`src/hw/rtl/tbi_pkg.sv`:
```
// shared constants and types for the trajectory box intersect block
package tbi_pkg;

    localparam int COORD_BITS_DEF = 24;
    localparam int CFG_IDX_BITS   = 3;
    localparam int T_BITS         = 18;

    localparam logic [CFG_IDX_BITS-1:0] REG_X_LOW  = 3'd0;
    localparam logic [CFG_IDX_BITS-1:0] REG_X_HIGH = 3'd1;
    localparam logic [CFG_IDX_BITS-1:0] REG_Y_LOW  = 3'd2;
    localparam logic [CFG_IDX_BITS-1:0] REG_Y_HIGH = 3'd3;
    localparam logic [CFG_IDX_BITS-1:0] REG_Z_LOW  = 3'd4;
    localparam logic [CFG_IDX_BITS-1:0] REG_Z_HIGH = 3'd5;

    // controller to datapath
    typedef struct packed {
        logic       load;      // capture new point, start segment
        logic       setup;     // form d and numerators for one axis
        logic [1:0] axis;
        logic       bound_hi;  // which numerator goes to the divider
        logic       div_start;
        logic       merge;     // fold both t values into the interval
        logic       finish;    // commit segment result, advance prior point
        logic       seg_hit;   // segment verdict, valid with finish
    } tbi_cmd_t;

    // datapath to controller
    typedef struct packed {
        logic have_prior;
        logic quick_hit;   // box valid and an end point strictly inside
        logic quick_miss;  // inverted box
        logic axis_zero;   // d == 0 on the set-up axis
        logic axis_reject; // prior point outside the slab on the set-up axis
        logic div_done;
        logic empty;       // interval became empty
        logic eot;
    } tbi_stat_t;

endpackage

```
`src/hw/rtl/trajectory_box_intersect.sv`:
```
// top level: trajectory segment versus box test
//
//  channel   dir  handshake          payload
//  input     in   in_valid/in_stall  pos_x pos_y pos_z end_of_track
//  result    out  out_valid/out_stall crosses_box
//  config    in   cfg_write          cfg_index cfg_data
//
// a point with no prior point or a quick verdict skips the divider; a full
// segment takes up to six divisions, two per axis, on the shared bit-serial
// divider, and the last point of a track also passes through an output state.
// reset clears the box, prior point and sticky hit.
// a pending result holds off further points until it is taken.
module trajectory_box_intersect #(
    parameter int COORD_BITS = tbi_pkg::COORD_BITS_DEF
) (
    input  logic                             clk,
    input  logic                             rst_n,
    input  logic                             cfg_write,
    input  logic [tbi_pkg::CFG_IDX_BITS-1:0] cfg_index,
    input  logic [COORD_BITS-1:0]            cfg_data,
    input  logic                             in_valid,
    output logic                             in_stall,
    input  logic signed [COORD_BITS-1:0]     pos_x,
    input  logic signed [COORD_BITS-1:0]     pos_y,
    input  logic signed [COORD_BITS-1:0]     pos_z,
    input  logic                             end_of_track,
    output logic                             out_valid,
    input  logic                             out_stall,
    output logic                             crosses_box
);
    import tbi_pkg::*;

    tbi_cmd_t  cmd;
    tbi_stat_t stat;
    logic      hit;
    logic      res_reg;

    tbi_ctrl u_ctrl (
        .clk       (clk),
        .rst_n     (rst_n),
        .in_valid  (in_valid),
        .in_stall  (in_stall),
        .out_stall (out_stall),
        .out_valid (out_valid),
        .stat      (stat),
        .cmd       (cmd)
    );

    tbi_datapath #(.COORD_BITS(COORD_BITS)) u_dp (
        .clk          (clk),
        .rst_n        (rst_n),
        .cfg_write    (cfg_write),
        .cfg_index    (cfg_index),
        .cfg_data     (cfg_data),
        .pos_x        (pos_x),
        .pos_y        (pos_y),
        .pos_z        (pos_z),
        .end_of_track (end_of_track),
        .cmd          (cmd),
        .stat         (stat),
        .hit          (hit)
    );

    // result captured when the last point's segment commits
    always_ff @(posedge clk)
        if (cmd.finish && stat.eot)
            res_reg <= hit;

    assign crosses_box = res_reg;
endmodule

```
`src/hw/rtl/tbi_div.sv`:
```
// restoring divider, one quotient bit per cycle, saturated unsigned Q2.16 result
module tbi_div #(
    parameter int NUM_BITS = 26
) (
    input  logic                       clk,
    input  logic                       rst_n,
    input  logic                       start,
    input  logic [NUM_BITS-1:0]        num,
    input  logic [NUM_BITS-1:0]        den,
    output logic                       done,
    output logic [tbi_pkg::T_BITS-1:0] t_sat
);
    import tbi_pkg::*;

    localparam int QB  = NUM_BITS + 16;
    localparam int CNT = $clog2(QB + 1);

    logic [QB-1:0]       dvd_reg, dvd_next;
    logic [NUM_BITS:0]   rem_reg, rem_next;
    logic [NUM_BITS-1:0] den_reg;
    logic [CNT-1:0]      cnt_reg, cnt_next;
    logic                busy_reg, busy_next;
    logic                done_reg, done_next;
    logic [NUM_BITS:0]   shifted;
    logic [NUM_BITS:0]   diff;

    always_comb
    begin
        shifted   = {rem_reg[NUM_BITS-1:0], dvd_reg[QB-1]};
        diff      = shifted - {1'b0, den_reg};
        dvd_next  = dvd_reg;
        rem_next  = rem_reg;
        cnt_next  = cnt_reg;
        busy_next = busy_reg;
        // quotient is complete the cycle after the last step
        done_next = busy_reg && !start && (cnt_reg == CNT'(1));
        if (start)
        begin
            dvd_next  = {num, 16'd0};
            rem_next  = '0;
            cnt_next  = CNT'(QB);
            busy_next = 1'b1;
        end
        else if (busy_reg)
        begin
            if (!diff[NUM_BITS])
            begin
                rem_next = diff;
                dvd_next = {dvd_reg[QB-2:0], 1'b1};
            end
            else
            begin
                rem_next = shifted;
                dvd_next = {dvd_reg[QB-2:0], 1'b0};
            end
            cnt_next = cnt_reg - 1'b1;
            if (cnt_reg == CNT'(1))
                busy_next = 1'b0;
        end
    end

    always_ff @(posedge clk or negedge rst_n)
    begin
        if (!rst_n)
        begin
            busy_reg <= 1'b0;
            cnt_reg  <= '0;
            done_reg <= 1'b0;
        end
        else
        begin
            busy_reg <= busy_next;
            cnt_reg  <= cnt_next;
            done_reg <= done_next;
        end
    end

    always_ff @(posedge clk)
    begin
        dvd_reg <= dvd_next;
        rem_reg <= rem_next;
        if (start)
            den_reg <= den;
    end

    assign done = done_reg;

    // quotient above 1.0 saturates to 65537
    always_comb
    begin
        if (dvd_reg[QB-1:17] != '0 || (dvd_reg[16] && dvd_reg[15:0] != '0))
            t_sat = T_BITS'(65537);
        else
            t_sat = T_BITS'(dvd_reg[16:0]);
    end
endmodule

```
`src/hw/rtl/tbi_datapath.sv`:
```
// segment datapath: point registers, box compares, divider and interval
module tbi_datapath #(
    parameter int COORD_BITS = tbi_pkg::COORD_BITS_DEF
) (
    input  logic                              clk,
    input  logic                              rst_n,
    input  logic                              cfg_write,
    input  logic [tbi_pkg::CFG_IDX_BITS-1:0]  cfg_index,
    input  logic [COORD_BITS-1:0]             cfg_data,
    input  logic signed [COORD_BITS-1:0]      pos_x,
    input  logic signed [COORD_BITS-1:0]      pos_y,
    input  logic signed [COORD_BITS-1:0]      pos_z,
    input  logic                              end_of_track,
    input  tbi_pkg::tbi_cmd_t                 cmd,
    output tbi_pkg::tbi_stat_t                stat,
    output logic                              hit
);
    import tbi_pkg::*;

    localparam int NB = COORD_BITS + 2;

    logic signed [COORD_BITS-1:0] lo_reg [3];
    logic signed [COORD_BITS-1:0] hi_reg [3];
    logic signed [COORD_BITS-1:0] prior_reg [3];
    logic signed [COORD_BITS-1:0] cur_reg [3];
    logic have_prior_reg, eot_reg, hit_reg;
    logic [NB-1:0] nlo_reg, nhi_reg, d_reg;
    logic axis_zero_reg, axis_rej_reg;
    logic signed [T_BITS:0] tmin_reg, tmax_reg, t1_reg;
    logic signed [T_BITS:0] t2, ta, tb, tmin_n, tmax_n;
    logic in_a, in_b, inverted;
    logic signed [COORD_BITS-1:0] a_sel, b_sel, l_sel, h_sel;
    logic signed [NB-1:0] dd, nl, nh;
    logic [NB-1:0] num_sel;
    logic div_done;
    logic [T_BITS-1:0] t_div;
    logic [T_BITS-1:0] t_q;
    logic hit_now;
    logic neg_num_reg;

    always_ff @(posedge clk or negedge rst_n)
    begin
        if (!rst_n)
        begin
            for (int i = 0; i < 3; i++)
            begin
                lo_reg[i]    <= '0;
                hi_reg[i]    <= '0;
                prior_reg[i] <= '0;
            end
            have_prior_reg <= 1'b0;
            hit_reg        <= 1'b0;
        end
        else
        begin
            if (cfg_write)
            begin
                unique case (cfg_index)
                    REG_X_LOW:  lo_reg[0] <= cfg_data;
                    REG_X_HIGH: hi_reg[0] <= cfg_data;
                    REG_Y_LOW:  lo_reg[1] <= cfg_data;
                    REG_Y_HIGH: hi_reg[1] <= cfg_data;
                    REG_Z_LOW:  lo_reg[2] <= cfg_data;
                    REG_Z_HIGH: hi_reg[2] <= cfg_data;
                    default: ;
                endcase
            end
            if (cmd.finish)
            begin
                prior_reg      <= cur_reg;
                have_prior_reg <= !eot_reg;
                // sticky hit starts over after the last point of a track
                hit_reg        <= eot_reg ? 1'b0 : (hit_reg | hit_now);
            end
        end
    end

    // per-segment working registers
    always_ff @(posedge clk)
    begin
        if (cmd.load)
        begin
            cur_reg[0] <= pos_x;
            cur_reg[1] <= pos_y;
            cur_reg[2] <= pos_z;
            eot_reg    <= end_of_track;
            tmin_reg   <= '0;
            tmax_reg   <= (T_BITS+1)'(65536);
        end
        if (cmd.setup)
        begin
            nlo_reg       <= (dd < 0) ? NB'(-nl) : NB'(nl);
            nhi_reg       <= (dd < 0) ? NB'(-nh) : NB'(nh);
            d_reg         <= (dd < 0) ? NB'(-dd) : NB'(dd);
            axis_zero_reg <= (dd == 0);
            axis_rej_reg  <= (a_sel < l_sel) || (a_sel > h_sel);
        end
        if (div_done && !cmd.bound_hi)
            t1_reg <= {1'b0, t_q};
        if (cmd.merge)
        begin
            tmin_reg <= tmin_n;
            tmax_reg <= tmax_n;
        end
    end

    assign hit_now = have_prior_reg && cmd.finish && cmd.seg_hit;

    always_comb
    begin
        a_sel = prior_reg[cmd.axis];
        b_sel = cur_reg[cmd.axis];
        l_sel = lo_reg[cmd.axis];
        h_sel = hi_reg[cmd.axis];
    end

    assign dd = NB'(b_sel) - NB'(a_sel);
    assign nl = NB'(l_sel) - NB'(a_sel);
    assign nh = NB'(h_sel) - NB'(a_sel);

    assign num_sel = cmd.bound_hi ? nhi_reg : nlo_reg;

    // negative numerator saturates below zero; the divider runs on a zero numerator
    always_ff @(posedge clk)
        if (cmd.div_start)
            neg_num_reg <= num_sel[NB-1];

    tbi_div #(.NUM_BITS(NB)) u_div (
        .clk   (clk),
        .rst_n (rst_n),
        .start (cmd.div_start),
        .num   (num_sel[NB-1] ? '0 : num_sel),
        .den   (d_reg),
        .done  (div_done),
        .t_sat (t_div)
    );

    assign t_q = neg_num_reg ? '1 : t_div;

    always_comb
    begin
        t2 = neg_num_reg ? -(T_BITS+1)'(1) : {1'b0, t_div};
        ta = (t1_reg[T_BITS-1:0] == '1) ? -(T_BITS+1)'(1) : t1_reg;
        tb = t2;
        if (ta > tb)
        begin
            tb = ta;
            ta = t2;
        end
        tmin_n = (ta > tmin_reg) ? ta : tmin_reg;
        tmax_n = (tb < tmax_reg) ? tb : tmax_reg;
    end

    always_comb
    begin
        inverted = 1'b0;
        in_a = 1'b1;
        in_b = 1'b1;
        for (int i = 0; i < 3; i++)
        begin
            if (lo_reg[i] > hi_reg[i])
                inverted = 1'b1;
            if (!(prior_reg[i] > lo_reg[i] && prior_reg[i] < hi_reg[i]))
                in_a = 1'b0;
            if (!(cur_reg[i] > lo_reg[i] && cur_reg[i] < hi_reg[i]))
                in_b = 1'b0;
        end
    end

    always_comb
    begin
        stat.have_prior  = have_prior_reg;
        stat.quick_miss  = inverted;
        stat.quick_hit   = !inverted && (in_a || in_b);
        stat.axis_zero   = axis_zero_reg;
        stat.axis_reject = axis_rej_reg;
        stat.div_done    = div_done;
        stat.empty       = tmin_reg > tmax_reg;
        stat.eot         = eot_reg;
    end

    assign hit = hit_reg | hit_now;
endmodule

```
`src/hw/rtl/tbi_ctrl.sv`:
```
// sequencer for one segment test
module tbi_ctrl (
    input  logic               clk,
    input  logic               rst_n,
    input  logic               in_valid,
    output logic               in_stall,
    input  logic               out_stall,
    output logic               out_valid,
    input  tbi_pkg::tbi_stat_t stat,
    output tbi_pkg::tbi_cmd_t  cmd
);
    import tbi_pkg::*;

    typedef enum logic [7:0] {
        S_IDLE  = 8'b0000_0001,
        S_CHECK = 8'b0000_0010,
        S_SETUP = 8'b0000_0100,
        S_AXIS  = 8'b0000_1000,
        S_DIV   = 8'b0001_0000,
        S_MERGE = 8'b0010_0000,
        S_DONE  = 8'b0100_0000,
        S_OUT   = 8'b1000_0000
    } state_t;

    state_t     state_reg, state_next;
    logic [1:0] axis_reg, axis_next;
    logic       bhi_reg, bhi_next;
    logic       hit_reg, hit_next;
    logic       ov_reg, ov_next;

    always_comb
    begin
        state_next = state_reg;
        axis_next  = axis_reg;
        bhi_next   = bhi_reg;
        hit_next   = hit_reg;
        ov_next    = ov_reg && out_stall;
        cmd        = '0;
        cmd.axis   = axis_reg;
        cmd.bound_hi = bhi_reg;
        unique case (state_reg)
            S_IDLE:
            begin
                if (in_valid && !ov_reg)
                begin
                    cmd.load   = 1'b1;
                    state_next = S_CHECK;
                end
            end
            S_CHECK:
            begin
                axis_next = 2'd0;
                hit_next  = 1'b0;
                if (!stat.have_prior || stat.quick_miss)
                    state_next = S_DONE;
                else if (stat.quick_hit)
                begin
                    hit_next   = 1'b1;
                    state_next = S_DONE;
                end
                else
                    state_next = S_SETUP;
            end
            S_SETUP:
            begin
                cmd.setup  = 1'b1;
                state_next = S_AXIS;
            end
            S_AXIS:
            begin
                if (stat.axis_zero)
                begin
                    if (stat.axis_reject)
                        state_next = S_DONE;
                    else if (axis_reg == 2'd2)
                    begin
                        hit_next   = 1'b1;
                        state_next = S_DONE;
                    end
                    else
                    begin
                        axis_next  = axis_reg + 2'd1;
                        state_next = S_SETUP;
                    end
                end
                else
                begin
                    cmd.div_start = 1'b1;
                    state_next    = S_DIV;
                end
            end
            S_DIV:
            begin
                if (stat.div_done)
                begin
                    if (!bhi_reg)
                    begin
                        bhi_next   = 1'b1;
                        state_next = S_AXIS;
                    end
                    else
                    begin
                        cmd.merge  = 1'b1;
                        bhi_next   = 1'b0;
                        state_next = S_MERGE;
                    end
                end
            end
            S_MERGE:
            begin
                if (stat.empty)
                    state_next = S_DONE;
                else if (axis_reg == 2'd2)
                begin
                    hit_next   = 1'b1;
                    state_next = S_DONE;
                end
                else
                begin
                    axis_next  = axis_reg + 2'd1;
                    state_next = S_SETUP;
                end
            end
            S_DONE:
            begin
                cmd.finish  = 1'b1;
                cmd.seg_hit = hit_reg;
                state_next  = stat.eot ? S_OUT : S_IDLE;
            end
            S_OUT:
            begin
                ov_next    = 1'b1;
                state_next = S_IDLE;
            end
            default: state_next = S_IDLE;
        endcase
    end

    always_ff @(posedge clk or negedge rst_n)
    begin
        if (!rst_n)
        begin
            state_reg <= S_IDLE;
            axis_reg  <= '0;
            bhi_reg   <= 1'b0;
            hit_reg   <= 1'b0;
            ov_reg    <= 1'b0;
        end
        else
        begin
            state_reg <= state_next;
            axis_reg  <= axis_next;
            bhi_reg   <= bhi_next;
            hit_reg   <= hit_next;
            ov_reg    <= ov_next;
        end
    end

    assign in_stall  = (state_reg != S_IDLE) || ov_reg;
    assign out_valid = ov_reg;
endmodule
```
`config.mk`:
```
export PLATFORM = sky130hd
export DESIGN_NAME = trajectory_box_intersect
export DESIGN_NICKNAME = d
export VERILOG_FILES = /design/src/hw/rtl/tbi_pkg.sv /design/src/hw/rtl/trajectory_box_intersect.sv /design/src/hw/rtl/tbi_div.sv /design/src/hw/rtl/tbi_datapath.sv /design/src/hw/rtl/tbi_ctrl.sv
export SDC_FILE = /design/constraint.sdc
export NUM_CORES = 2
export LEC_CHECK = 0
export BUFFER_PORTS_ARGS = -buffer_cell sky130_fd_sc_hd__clkbuf_2
export CAP_MARGIN = 20
export CORE_UTILIZATION = 37
export CTS_BUF_LIST = sky130_fd_sc_hd__clkbuf_2
export DETAILED_ROUTE_END_ITERATION = 10
export SLEW_MARGIN = 0
export SYNTH_ARGS = -nofsm -noshare
export SYNTH_HDL_FRONTEND = slang
export SYNTH_SLANG_ARGS = --single-unit
```
`constraint.sdc`:
```
create_clock -name clk -period 14.25 [get_ports clk]
set_input_delay 2.1375 -clock clk [delete_from_list [all_inputs] [get_ports clk]]
set_output_delay 2.1375 -clock clk [all_outputs]
set_load 0.005 [all_outputs]
```
After elaboration in Yosys (flattened, before gate mapping)
Cells that the tools add are included.

storage, ports and cells
  register bits after elaboration = 544
  word-level logic and storage cells = 221

operators by class
  mux-type cells = 81
  equality and inequality tests = 24
  add/subtract/negate cells = 9
  bitwise operators = 2
  reduce and logical (&&, ||, !) cells = 45
  magnitude comparators = 23

operator list
  kind                                                  number
  > comparator 24 bit                                   10
  binary-select mux 24 bit (select 2 bit)               4
  two-way mux 24 bit                                    8
  two-way mux 19 bit                                    10
  < comparator 24 bit                                   7
  two-way mux 26 bit                                    5
  two-way mux 42 bit                                    2
  negation 25 -> 26 bit                                 3
  subtractor 24 x 24 -> 25 bit                          3
  > comparator 19 bit                                   3
  two-way mux 8 bit                                     7
  case mux 8 bit (7 select lines)                       1
  zero test 32 bit                                      1
  two-way mux 1 bit                                     30
  subtractor 27 x 26 -> 27 bit                          1
  < comparator 25 x 1 -> 1 bit (second input constant)  1
  two-way mux 25 bit                                    1
  nonzero test 25 bit                                   1
  AND reduction 2 bit                                   10
  < comparator 19 bit                                   1
  equality test 18 bit (second input constant)          1
  two-way mux 6 bit                                     3
  two-way mux 17 bit                                    1
  logical AND 1 bit                                     16
  32 further kinds                                      54

Depth between registers and ports, before layout
  word-level depth = 10
  depth in mapped cells = 29
  gate-level depth less buffers = 26

By module
A second synthesis with hierarchy kept.

unflattened totals
  cells, all modules = 4,166
  area, all modules = 39,648.0 um^2

by module, submodules not included
  module                    seq. area each (um^2)  area an instance (um^2)  instances  cells each
  tbi_datapath              11,761.3               32,927.8                 1          3,450
  tbi_div                   2,602.5                5,896.9                  1          634
  tbi_ctrl                  326.6                  787.0                    1          80
  trajectory_box_intersect  30.0                   36.3                     1          2

Least setup slack after synthesis
OpenSTA, ideal clock, no wires.

  path kind = input to register
  start point = input port in_valid
  end point = register u_dp.tmax_reg[0] (enable)
  data required time = 13,875 ps
  stages on the path = 3
  buffers on the path = 0
  arrival time = 8,150 ps
  slack = 5,725 ps
  library setup time = 375 ps
  cells stage by stage = inv_1 > nor3b_1 > a21o_1

RTL lines
  item                  line                            text
  start, declared       trajectory_box_intersect.sv:21  input logic in_valid,
  end signal, assigned  tbi_datapath.sv:88              tmax_reg <= (T_BITS+1)'(65536);
  end signal, assigned  tbi_datapath.sv:103             tmax_reg <= tmax_n;
  end, declared         tbi_datapath.sv:29              logic signed [T_BITS:0] tmin_reg, tmax_reg, t1_reg;

Worst setup path in the final report
  start point = register u_dp.u_div.dvd_reg[41]
  end point = register u_dp.tmax_reg[0] (enable)

on the way
  longest elaborated chain between the ends = 9

RTL lines
  item                                  line                 text
  start, declared                       tbi_div.sv:18        logic [QB-1:0] dvd_reg, dvd_next;
  start signal, assigned                tbi_div.sv:80        dvd_reg <= dvd_next;
  nonzero test 25 bit (*)               tbi_div.sv:91        if (dvd_reg[QB-1:17] != '0 || (dvd_reg[16] && dvd_reg[15:0] != '0))
  logical OR 1 bit (*)                  tbi_div.sv:91
  two-way mux 17 bit (*)                tbi_div.sv:91
  two-way mux 19 bit (*)                tbi_datapath.sv:142  t2 = neg_num_reg ? -(T_BITS+1)'(1) : {1'b0, t_div};
  > comparator 19 bit                   tbi_datapath.sv:145  if (ta > tb)
  two-way mux 19 bit (*)                tbi_datapath.sv:145
  via u_dp.tb[12]                       tbi_datapath.sv:30   logic signed [T_BITS:0] t2, ta, tb, tmin_n, tmax_n;
  < comparator 19 bit (*)               tbi_datapath.sv:151  tmax_n = (tb < tmax_reg) ? tb : tmax_reg;
  != test 2 x 1 -> 1 bit (no line) (*)  n/a
  AND reduction 2 bit (no line) (*)     n/a

The timed path passes the listed nets; every way through them passes the cells marked *.
A chain may end at the register's enable or synchronous reset.

==> results.toml <==
[power_and_ir_drop]
p_comb_frac = 0.531
switching_share = 0.461
p_int_uw = 4100
switchingPower_uw = 3520
powerDensity_nw_per_um2 = 179
pwr-share-seq = 0.314
leakagePower_uw = 0.0190
clkPwrFrac = 0.155
peakVddDrop_mv = 0.107

[sta]
slew-limit-headroom = 0.205
fin_crit_ns = 6.59
tightest_slew_ns = 1.18
finalMaxSlewViolations = 0
finalSetupViolations = 0
fin_crit_sh = 0.462
fin_skew_ns = 0.151
whs_ns = 0.410
clock.fmax_ghz = 0.152
fin_ws_ns = 7.66
rsz0062_at_grt = "false"
hold_violations = 0
fin_tns_setup_ns = 0

[synth]
netlist_area_sq_um = 39100
ys_warn_count = 0
async_reset_ff_frac = 0.439
synth_top_family_by_area = "adder cells"
synth-simple-area-share = 0.146
synth-seq-cells = 544
synth_flop_cell = "edfxtp_1"
synth_cells = 4183
synth_cell_types = 83
yosysSeqAreaShare = 0.376
synth-edff-count = 263
synthMuxAreaShare = 0.0627
synth_compound_area_frac = 0.166
synth.avg_cell_area_sq_um = 9.35
synth-adder-area-share = 0.173
synthXorXnorAreaFrac = 0.0327
syn_nets = 4827

[routing]
viasPerCell = 5.43
ant_nets = 0
drt_wl_total_mm = 118
drtIter0Drc = 2169
wl_per_cell_um = 20.3
drc = 0
vias = 31654
drt_pre_antenna_iters = 5

[setup_path]
start_kind = "flop"
cp_top_family = "compound AO/OA/AOI/OAI gates"
crit_buf_inv = 3
cp_max_fo = 49
crit_type = "reg -> reg"
crit_arrival_ns = 7.66
required_ns = 15.33
crit_top_cell = "a21o_1"
max_stage_delay_ns = 0.67
cpMaxStageDelayCell = "a21o_1"
end_kind = "flop"

[place]
gp_congestion = 0.941
dp_hpwl_mm = 92.7
io_buffers = 107
post-place-cells = 5550
place_ws_ns = 7.69

[cts]
hold_buffers = 0
root_buffer = "clkbuf_2"
cts.sinks = 544
cts-buffers-inserted = 152
cts_setup_buffers = 0
cts.clk_slew.worst_paths_ns = 0.10
cts_max_path_buffers = 3
clk_latency_ns = 1.55
postCtsResizedCells = 0
cts_tree = "built"
htreeDepth = 4

[die]
num_rows = 118
core_sq_um = 104000
initial_core_util = 0.376
die-width_um = 327
boundaryPins = 108
fp.dieH_um = 327
die_area_sq_um = 107000

[layout]
area_growth_pct = 8.77
nets = 4968
drive_above_1_share = 0.114
final_cells = 5831
final_core_util = 0.409

[global_routing]
gr-total-overflow = 0
grt_pass1_wl_mm = 179
grt_max_degree = 79
grt_pass1_vias = 30842
grt_usage = 0.219
antenna_found_initial = 2

[hold_path]
hp-class = "reg -> reg"

[run_status]
status = "finished, final reports clean"

[flow_run]
drv_cap = 0
-- synthesized netlist by cell type (9+ instances only) --
library cell / instances / area share
a211o_1: 11 / 0.0025
a211oi_1: 32 / 0.0061
a21o_1: 159 / 0.031
a21oi_1: 255 / 0.033
a221oi_1: 10 / 0.0022
a31o_2: 9 / 0.0020
a31oi_1: 17 / 0.0027
and2_1: 52 / 0.0083
and3_1: 17 / 0.0027
and4_1: 17 / 0.0038
buf_1: 13 / 0.0012
clkbuf_1: 133 / 0.013
dfrtp_1: 238 / 0.15
dfxtp_1: 42 / 0.022
edfxtp_1: 263 / 0.20
ha_1: 535 / 0.17
inv_1: 298 / 0.029
mux2_2: 72 / 0.021
mux2i_1: 164 / 0.042
nand2_1: 576 / 0.055
nand2b_1: 41 / 0.0066
nand3_1: 51 / 0.0065
nand4_1: 81 / 0.013
nor2_1: 204 / 0.020
nor2b_1: 47 / 0.0075
nor3_1: 42 / 0.0054
nor3b_1: 12 / 0.0023
nor4_1: 33 / 0.0053
o2111ai_1: 12 / 0.0027
o211ai_1: 25 / 0.0048
o21a_1: 32 / 0.0061
o21ai_0: 366 / 0.047
o21bai_1: 11 / 0.0021
o31ai_1: 14 / 0.0027
or3_1: 15 / 0.0024
xnor2_1: 101 / 0.023
xor2_1: 43 / 0.0096
-- layout make-up --
type / instances / area, sq um
sequential: 544 / 14700
fill: 10428 / 61600
timing repair buffer: 136 / 763
tap: 1380 / 1730
clock inverter: 48 / 273
clock buffer: 227 / 1140
inverter: 299 / 1120
multi-input combinational: 3191 / 22800
antenna: 6 / 15.0
-- metrics by stage --
step,power [uW],instance area (sq um)
CTS,7630,42500
global route,8220,42500
floorplan,5200,39100
global placement,6350,41100
detailed placement,6410,41100
finish,7620,42500
-- worst paths after layout --
kind	startpoint	endpoint	slack, ns	cells after the start
max in group asynchronous	rst_n	u_dp.hi_reg[40]$_DFFE_PN0P_	12.19	2
hold / removal	u_dp.d_reg[12]$_DFFE_PP_	u_dp.u_div.den_reg[12]$_DFFE_PP_	0.41	0
setup / recovery	u_dp.u_div.dvd_reg[41]$_SDFFCE_PP0P_	u_dp.tmax_reg[0]$_SDFFCE_PN0P_	7.66	25
hold reg to reg	u_dp.d_reg[12]$_DFFE_PP_	u_dp.u_div.den_reg[12]$_DFFE_PP_	0.41	0
setup reg to reg	u_dp.u_div.dvd_reg[41]$_SDFFCE_PP0P_	u_dp.tmax_reg[0]$_SDFFCE_PN0P_	7.66	25
min in group asynchronous	rst_n	u_dp.hi_reg[27]$_DFFE_PN0P_	0.55	1
-- placed cells by master (no fill, tap or decap), types with 51 or more instances in the layout --
cell / netlist / routed
a21o_1: 159 / 159
xnor2_1: 101 / 101
nand2_1: 576 / 576
mux2i_1: 164 / 164
nand3_1: 51 / 51
a21oi_1: 255 / 255
dfrtp_1: 238 / 235
nand4_1: 81 / 81
clkbuf_2: 0 / 333
inv_1: 298 / 297
mux2_2: 72 / 72
nor2_1: 204 / 201
ha_1: 535 / 535
edfxtp_1: 263 / 263
and2_1: 52 / 52
o21ai_0: 366 / 366
-- layer usage --
| layer | global-route usage | vias to the layer above | wire length [um] |
|---|---|---|---|
| met2 | 0.358 | 843 | 54900 |
| met4 | 0.0856 | 0 | 3890 |
| li1 | - | 15477 | - |
| met3 | 0.0342 | 175 | 5840 |
| met1 | 0.290 | 15159 | 53600 |
| met5 | 0 | - | 0 |
-- power groups by stage --
stage / clock network (uW) / registers, uW / logic, uW
CTS: 1240 / 2380 / 4020
detailed placement: 0 / 2410 / 4000
global route: 1300 / 2420 / 4500
global placement: 0 / 2410 / 3940
finish: 1180 / 2390 / 4050
floorplan: 0 / 2290 / 2910
-- cells by family after synthesis --
logic type / Yosys count
and+or+nand+nor: 1224
AOI/OAI and AO/OA: 1046
DFF: 544
adders and majority gates: 539
buffers and inverters: 448
muxes: 236
xor gates and xnor gates: 145
other: 1
Note: power is estimated with default switching activity, not from simulation.
